`config.mk`:
```
export PLATFORM = sky130hd
export DESIGN_NAME = bmg_delay
export DESIGN_NICKNAME = d
export VERILOG_FILES = /design/src/box_muller_gaussian_sampler_assert.svh /design/src/bmg_delay.sv
export SDC_FILE = /design/constraint.sdc
export NUM_CORES = 1
export LEC_CHECK = 0
export BUFFER_PORTS_ARGS = -buffer_cell sky130_fd_sc_hd__buf_2
export CAP_MARGIN = 40
export CORE_MARGIN = 4
export CORE_UTILIZATION = 55
export CTS_BUF_LIST = sky130_fd_sc_hd__clkbuf_4
export DETAILED_ROUTE_END_ITERATION = 8
export MAX_ROUTING_LAYER = met4
export PLACE_DENSITY_LB_ADDON = 0.05
export SLEW_MARGIN = 25
export SYNTH_ARGS = -nofsm -noshare
export SYNTH_HDL_FRONTEND = slang
export SYNTH_SLANG_ARGS = --single-unit
```
`constraint.sdc`:
```
create_clock -name clk -period 0.95 [get_ports clk]
set_input_delay 0.19 -clock clk [delete_from_list [all_inputs] [get_ports clk]]
set_output_delay 0.19 -clock clk [all_outputs]
set_load 0.1 [all_outputs]
```
`src/box_muller_gaussian_sampler_assert.svh`:
```
// Assertion macros for the Gaussian sampler
`ifndef BOX_MULLER_GAUSSIAN_SAMPLER_ASSERT_SVH
`define BOX_MULLER_GAUSSIAN_SAMPLER_ASSERT_SVH
`ifndef NO_ASSERTIONS
`define BMG_ASSERT_IMP(label, ante, cons) \
    label: assert property (@(posedge clk) disable iff (!rst_n) (ante) |-> (cons)) \
        else $error("implication check failed");
`define BMG_ASSERT_NEVER(label, cond) \
    label: assert property (@(posedge clk) disable iff (!rst_n) !(cond)) \
        else $error("forbidden condition seen");
`else
`define BMG_ASSERT_IMP(label, ante, cons)
`define BMG_ASSERT_NEVER(label, cond)
`endif
`endif

```
`src/bmg_delay.sv`:
```
// Fixed-length register delay line
module bmg_delay #(
    parameter int WIDTH = 32,
    parameter int DEPTH = 46
) (
    input  logic             clk,
    input  logic [WIDTH-1:0] din,
    output logic [WIDTH-1:0] dout
);

    logic [WIDTH-1:0] tap_reg [DEPTH];

    always_ff @(posedge clk)
    begin
        tap_reg[0] <= din;
        for (int i = 1; i < DEPTH; i++)
        begin
            tap_reg[i] <= tap_reg[i-1];
        end
    end

    assign dout = tap_reg[DEPTH-1];

endmodule

```
## Word level (Yosys, flattened, before mapping)

Memory sizes are Yosys's and may differ from the RTL's.
Index checks and enable logic that the tools add are counted.

| storage, ports and cells | value |
|---|---|
| register bits | 0 |
| memory bits (writable) | 1472 |
| bits of input ports | 33 |
| logic and storage cells | 1 |
| memories kept | 1 |

Memory list:

| name | depth | width | read ports | clocked after memory_dff | write ports | line | text |
|---|---|---|---|---|---|---|---|
| tap_reg | 46 | 32 | 46 | 0 | 46 | bmg_delay.sv:11 | `logic [WIDTH-1:0] tap_reg [DEPTH];` |

## Logic depth before layout (Yosys ltp)

Gate-level depths: netlist of the first run.

| logic depth | value |
|---|---|
| depth in word-level cells | 0 |
| gate-level depth with buffers | 1 |

## Worst setup path after synthesis of the first run

No wires, ideal clock.

| path | value |
|---|---|
| path kind | reg2out |
| from | memory tap_reg[45][0], in the netlist tap_reg[2][416] |
| to | output port dout[0] |
| arrival | 0.558 ns |
| required time | 0.760 ns |
| path slack | 0.202 ns |
| stages on the path, launching flop included | 2 |
| path buffers | 1 |
| cells stage by stage | dfxtp_1 > buf_4 |

RTL lines:

| element | line | text |
|---|---|---|
| start: declaration | bmg_delay.sv:11 |  |
| end: declaration | bmg_delay.sv:8 | `output logic [WIDTH-1:0] dout` |

==> metrics.md, run 1 <==
| Metric | Value |
|---|---|
| Area of the placeable core | around 0.053 sq mm |
| Sum of negative setup slack | -23.32 ns |
| Combinational fraction of design power | under 10% |
| # nets final | approximately 2000 |
| Via count | between 10000 and 15000 |
| Cell total after placement | 2224 |
| Proportion of synthesized chip area in sequential cells | between 90 and 100% |
| Max cap viols | 0 |
| Post-DRT Antenna Nets | 0 |
| Number of distinct standard cells referenced by the synthesized netlist | 2 |
| Setup Slack @ Placement | between 0.2 and 0.25 ns |
| Class of the tightest hold or removal check | reg -> reg |
| Skew final | around 0.031 ns |
| Root buffer cell | sky130_fd_sc_hd__clkbuf_4 |
| Crit-path slowest cell | sky130_fd_sc_hd__dfxtp_2 |
| Setup Viol. Count Final | 32 |
| Number of enable-type register cells in the synthesized netlist | 0 |
| Number of DRC violations after detailed-routing iteration 0 | ~250 |
| Worst Path Buf+Inv | 1 |
| Post-detailed-routing wire length | 23200 microns |
| Number of pins exceeding their max-slew limit in the final report | 0 |
| Flop pwr share | a little under 60% |
| Post-synthesis cell type with the largest combined area | sky130_fd_sc_hd__dfxtp_1 |
| Tcrit/Tclk final | 179% |
| Dpl hpwl | about 9700 microns |
| Post-Place Cell Area | ~0.031 sq mm |
| FMAX | between 500 and 600 MHz |
| Buffer count from post-CTS setup fixing | 0 |
| Final RePlAce weighted congestion | around 0.58 |
| CP required | roughly 0.76 ns |
| Transition time of the tightest slew-check pin | 0.406 ns |
| Synth Net Count | 1537 |
| Congestion Overflow GR | 0 |
| Final Critical Period | approximately 1.7 ns |
| Post-Synthesis Mean Instance Area | slightly below 20 sq um |
| Peak supply drop | between 1.5 and 2 mV |
| Netlist area before placement | roughly 0.030 sq mm |
| Net load switching power | roughly 21 mW |
| Count of state elements after synthesis | 1472 |
| Outcome | complete, but fails checks |
| Largest net degree at the start of global routing | 17 |
| Largest register FFs | around 1500 |
| Power density normalized to cell area | ~3100 mW/mm^2 |
| Combined global-route utilization of all metal layers | a little under a tenth |
| Top cell type's share of synthesized area | roughly 99% |
| Syn-to-layout area delta | 20.6% |
| Most frequent cell after synthesis | sky130_fd_sc_hd__dfxtp_1 |
| Critical path, cell by cell | buf_12 |
| CTS tree | built |
| Horizontal extent of the die | ~240 microns |
| Vias in the first global route | roughly 12000 |
| Filler-free cell count of the finished design | roughly 2800 |
| Max Fanout on Critical Path | 1 |
| Initial DRT Pass Iterations | 4 |
| I/O pin total | 65 |
| Instance count of the mapped netlist | 1504 |
| Synth warnings | 0 |
| FFs w/ async S/R, synth | 0% |
| Detailed-route DRC error count | 0 |
| Share of the core filled with cells in the final layout | around two thirds |
| Average wire length per cell after detail routing | a little over 8 microns |
| Top post-synthesis cells by area | sky130_fd_sc_hd__dfxtp_1 (99%), sky130_fd_sc_hd__buf_4 (0.81%) |
| Max-slew headroom | between 70 and 80% |
| Num CTS Buffers | roughly 340 |
| H-tree depth | 5 |
| Clock latency on the worst-skew pair | 1.00 ns |
| Final standard cell area without fillers | 0.0358 sq mm |
| Prevailing post-synth register cell | sky130_fd_sc_hd__dfxtp_1 |
| Switching share of power | 18.9% |
| Routed via count divided by cell count | 3.90 |
| Max clock buf depth | 4 |
| Clock-pin slew reported for the worst setup and hold paths after clock tree synthesis | 0.06 ns |
| Buffers on Ports | 64 |
| Violated checks | negative setup slack |
| Number of core rows | 84 |
| Internal power | approximately 90 mW |
| Register-to-register setup slack | 0.53 ns |
| Highest cell delay on the worst timing path | between 0.3 and 0.4 ns |
| Crit path capture type | output port |
| Count of final hold-check violations | 0 |
| Final worst slack | -0.746 ns |
| Kind of start point of the critical path | register |
| Worst endpoint data arrival time | roughly 1.5 ns |
| Wire length of the first global-routing pass | between 40000 and 50000 microns |
| Setup repair after global routing missed its margin | yes |
| Die boundary height | around 240 microns |
| Multi-input combinational cell area | 0 sq um |
| Number of multi-input logic gates | 0 |
| Antenna violations before repair | 1 |
| Starting utilization of the core area | roughly 56% |
| Leakage power summed over all cells | 15.6 nW |
| Sink count of the clock tree | roughly 1500 |
| Worst Setup Path Type | reg -> out |
| Fraction of final layout cells sized beyond drive strength 1 | about 29% |
| Die footprint | between 0.05 and 0.06 sq mm |
| Gate family responsible for the most delay along the worst path | flip-flops |
| Synth top cells by count | sky130_fd_sc_hd__dfxtp_1 (1472), sky130_fd_sc_hd__buf_4 (32) |
| Part of the power in the clock network | around 40% |
layer usage:
layer  global-route usage, %  routed length, microns  up-vias
li1                        -                       -     5701
met1                    7.71                    9190     5111
met2                    14.5                   11600      234
met3                    5.93                    1690       46
met4                    7.69                     667        0
met5                       -                       0        -
per-stage QoR:
stage	hold WS (ns)	power, mW
6_report	0.299	111
3_3_place_gp	0.292	67.8
3_5_place_dp	0.294	68.0
4_1_cts	0.126	114
5_1_grt	0.196	117
2_1_floorplan	0.218	67.5
cell families (layout without fill, tap and decap cells):
family	count (synthesis)	count (layout)	share of synthesized area [%]
buffers and inverters	32	681	0.809
DFF	1472	1472	99.2
other	0	1	0
power by group through the flow:
stage | sequential, mW | clock, mW | combinational, mW
finish | 65.7 | 44.2 | 1.09
CTS | 65.8 | 46.7 | 1.08
global route | 66.0 | 50.1 | 1.12
global placement | 66.9 | 0 | 0.877
detailed placement | 67.1 | 0 | 0.880
floorplan | 66.8 | 0 | 0.635
final cells by class:
cell class | instances | area (sq um)
Antenna cell | 1 | 2.50
Clock buffer | 517 | 3880
Clock inverter | 36 | 139
Fill cell | 3872 | 17100
Sequential cell | 1472 | 29500
Tap cell | 688 | 861
Timing Repair Buffer | 128 | 1440
worst paths after layout:
kind	from	end	depth (start not counted)
hold / removal	tap_reg[0][349]	tap_reg[0][381]	0
setup reg to reg	tap_reg[2][414]	tap_reg[2][446]	0
setup / recovery	tap_reg[2][425]	dout[9]	1
hold reg to reg	tap_reg[0][349]	tap_reg[0][381]	0
what timing repair did:
item	4_1_cts	5_1_grt
endpoints found under the hold margin	32	0
hold buffers	64	0
endpoints found under the setup margin	32	32
resized for setup	32	0
pin swaps	0	0
cells in the final DEF, fill, tap and decap left out:
| master | Yosys | final |
|---|---|---|
| sky130_fd_sc_hd__clkinv_1 | 0 | 29 |
| sky130_fd_sc_hd__dlygate4sd3_1 | 0 | 64 |
| sky130_fd_sc_hd__dfxtp_2 | 0 | 32 |
| sky130_fd_sc_hd__clkinv_2 | 0 | 3 |
| sky130_fd_sc_hd__buf_2 | 0 | 32 |
| sky130_fd_sc_hd__dfxtp_1 | 1472 | 1440 |
| sky130_fd_sc_hd__buf_12 | 0 | 32 |
| sky130_fd_sc_hd__inv_2 | 0 | 4 |
| sky130_fd_sc_hd__clkbuf_4 | 0 | 517 |
| sky130_fd_sc_hd__diode_2 | 0 | 1 |
(Power assumes the default switching activity.)
==> run 2, diff against run 1 <==
--- a/config.mk
+++ b/config.mk
@@ -7,12 +7,15 @@
 export LEC_CHECK = 0
 export BUFFER_PORTS_ARGS = -buffer_cell sky130_fd_sc_hd__buf_2
 export CAP_MARGIN = 40
+export CELL_PAD_IN_SITES_DETAIL_PLACEMENT = 1
+export CELL_PAD_IN_SITES_GLOBAL_PLACEMENT = 2
 export CORE_MARGIN = 4
-export CORE_UTILIZATION = 55
+export CORE_UTILIZATION = 40
 export CTS_BUF_LIST = sky130_fd_sc_hd__clkbuf_4
 export DETAILED_ROUTE_END_ITERATION = 8
 export MAX_ROUTING_LAYER = met4
 export PLACE_DENSITY_LB_ADDON = 0.05
+export SKIP_LAST_GASP = 1
 export SLEW_MARGIN = 25
 export SYNTH_ARGS = -nofsm -noshare
 export SYNTH_HDL_FRONTEND = slang
==> metrics.md, run 2 (synthesis gave the netlist of run 1 again) <==
| Metric | Value |
|---|---|
| Outcome | complete, but fails checks |
| Violated checks | negative setup slack |
| Critical Path Source | tap_reg[2][423] |
| Worst Path Buf+Inv | 1 (unchanged) |
| Clock latency on the worst-skew pair | 1.03 ns (+0.03 ns) |
| Max cap viols | 0 (unchanged) |
| CTS tree | built |
| Final standard cell area without fillers | 0.0365 sq mm (+2.0%) |
| Sink count of the clock tree | 1472 (unchanged) |
| Max-slew headroom | 73.3% (+0.33 points) |
| Starting utilization of the core area | 40.5% (-16 points) |
| Hold Crit Start | tap_reg[0][365] |
| Number of pins exceeding their max-slew limit in the final report | 0 (unchanged) |
| Vias in the first global route | 12300 (+6.9%) |
| Worst flop-to-flop path startpoint | tap_reg[0][405] |
| Power density normalized to cell area | 3130 mW/mm^2 (+1.2%) |
| Count of final hold-check violations | 0 (unchanged) |
| Worst Reg2Reg Path Length in Cells | 0 (unchanged) |
| Commonest non-fill, non-tap cell in the layout | sky130_fd_sc_hd__dfxtp_1 |
| Worst endpoint data arrival time | 1.55 ns (+0.04 ns) |
| Setup Viol. Count Final | 32 (unchanged) |
| Num CTS Buffers | 365 (+7.7%) |
| Combined global-route utilization of all metal layers | 7.23% (-2.1 points) |
| Post-detailed-routing wire length | 25200 microns (+8.8%) |
| Class of the tightest hold or removal check | reg -> reg |
| Leakage power summed over all cells | 15.7 nW (+1.1%) |
| Die boundary height | 281 microns (+17%) |
| Post-Place Cell Area | 0.0315 sq mm (+1.1%) |
| Highest cell delay on the worst timing path | 0.35 ns (about the same) |
| Crit-path slowest cell | sky130_fd_sc_hd__dfxtp_2 |
| Share of the core filled with cells in the final layout | 49.8% (-18 points) |
| H-tree depth | 5 (unchanged) |
| Final worst slack | -0.794 ns (-0.0474 ns) |
| Number of DRC violations after detailed-routing iteration 0 | 288 (+16%) |
| Fraction of final layout cells sized beyond drive strength 1 | 29.0% (+0.20 points) |
| Max clock buf depth | 4 (unchanged) |
| Root buffer cell | sky130_fd_sc_hd__clkbuf_4 |
| Die footprint | 0.0787 sq mm (+36%) |
| Antenna violations before repair | 1 (unchanged) |
| Crit path capture type | output port |
| Average wire length per cell after detail routing | 7.98 microns (-2.1%) |
| Clock-pin slew reported for the worst setup and hold paths after clock tree synthesis | 0.06 ns (about the same) |
| Number of multi-input logic gates | 0 (unchanged) |
| Capture point of the critical path | dout[7] |
| Syn-to-layout area delta | 23.0% |
| CP required | 0.76 ns (about the same) |
| Number of core rows | 99 (+18%) |
| Max Fanout on Critical Path | 1 (unchanged) |
| Endpoint of the worst-slack reg-to-reg timing path | tap_reg[0][437] |
| Critical path, cell by cell | buf_12 |
| Stages on worst setup path | 1 (unchanged) |
| Cell total after placement | 2495 (+12%) |
| Worst Setup Path Type | reg -> out |
| Wire length of the first global-routing pass | 45800 microns (+7.2%) |
| Final Critical Period | 1.74 ns (+0.0474 ns) |
| Final RePlAce weighted congestion | 0.557 (-3.1%) |
| Gate family responsible for the most delay along the worst path | flip-flops |
| Setup Slack @ Placement | 0.220 ns (-0.00135 ns) |
| Register-to-register setup slack | 0.48 ns (-0.05 ns) |
| Tcrit/Tclk final | 184% (+5.0 points) |
| Congestion Overflow GR | 0 (unchanged) |
| Buffers on Ports | 64 (unchanged) |
| Kind of start point of the critical path | register |
| Largest net degree at the start of global routing | 17 (unchanged) |
| Largest register FFs | 1472 (unchanged) |
| Post-DRT Antenna Nets | 0 (unchanged) |
| Transition time of the tightest slew-check pin | 0.401 ns (-0.00499 ns) |
| # nets final | 2000 (+1.3%) |
| Detailed-route DRC error count | 0 (unchanged) |
| Multi-input combinational cell area | 0 sq um (unchanged) |
| Horizontal extent of the die | 281 microns (+17%) |
| Skew final | 0.0765 ns (+0.0452 ns) |
| Filler-free cell count of the finished design | 3157 (+11%) |
| Setup repair after global routing missed its margin | yes |
| I/O pin total | 65 (unchanged) |
| Peak supply drop | 1.37 mV (-9.5%) |
| Initial DRT Pass Iterations | 4 (unchanged) |
| Area of the placeable core | 0.0733 sq mm (+38%) |
| Routed via count divided by cell count | 3.62 (-7.3%) |
| Most frequent cells in the layout | sky130_fd_sc_hd__dfxtp_1 (1440), sky130_fd_sc_hd__clkbuf_4 (525), sky130_fd_sc_hd__dlygate4sd3_1 (64) |
| FMAX | 573 MHz (-2.7%) |
| Buffer count from post-CTS setup fixing | 0 (unchanged) |
| Via count | 11400 (+3.0%) |
[run 2: cell types whose count changed in the layout (fill, tap and decap cells not counted)]
cell and change:
sky130_fd_sc_hd__bufinv_16 +6, sky130_fd_sc_hd__clkinv_4 +1, sky130_fd_sc_hd__clkinvlp_4 +2, sky130_fd_sc_hd__clkinv_1 +27, sky130_fd_sc_hd__clkbuf_4 +8
[run 2: how the worst min path moves through the flow]
stage	to	cells after the start
5_1_grt	tap_reg[0][16]	3
2_1_floorplan	tap_reg[0][0]	0
6_report	tap_reg[0][397]	0
4_1_cts	tap_reg[0][21]	3
3_5_place_dp	tap_reg[0][1]	1
3_3_place_gp	tap_reg[0][26]	1
[run 2: report_power, final]
group / leakage, nW / internal (mW) / switching, mW
Combinational: 0.694 / 0.486 / 0.601
Sequential: 12.4 / 65.1 / 0.642
Clock: 2.62 / 26.7 / 20.9
[run 2: area by class of cell]
class                   instances  area [sq um]
diodes                          1          2.50
clock buffers                 525          3940
clock inverters                72           444
fillers                      6952         36800
flip-flops and latches       1472         29500
well taps                     959          1200
repair buffers                128          1440
[run 2: timing repair]
| action | CTS | global route |
|---|---|---|
| hold buffers | 64 | 0 |
| endpoints found under the setup margin | 32 | 32 |
| hold endpoints to repair | 32 | 0 |
| pin swaps | 0 | 0 |
| gates resized for setup | 32 | 0 |
[run 2: per-stage QoR]
step	TNS [ns]	power, mW	hold slack, ns
2_1_floorplan	0	67.5	0.218
3_3_place_gp	0	67.8	0.292
5_1_grt	-30.65	122	0.152
6_report	-24.21	114	0.264
3_5_place_dp	0	68.0	0.294
4_1_cts	-31.76	118	0.0653
[run 2: layer usage]
layer | wire length, microns | GRT usage (%) | vias up
li1 | - | - | 5769
met1 | 9220 | 5.45 | 5289
met2 | 12900 | 11.2 | 301
met3 | 2290 | 4.94 | 65
met4 | 778 | 6.89 | 0
met5 | 0 | - | -
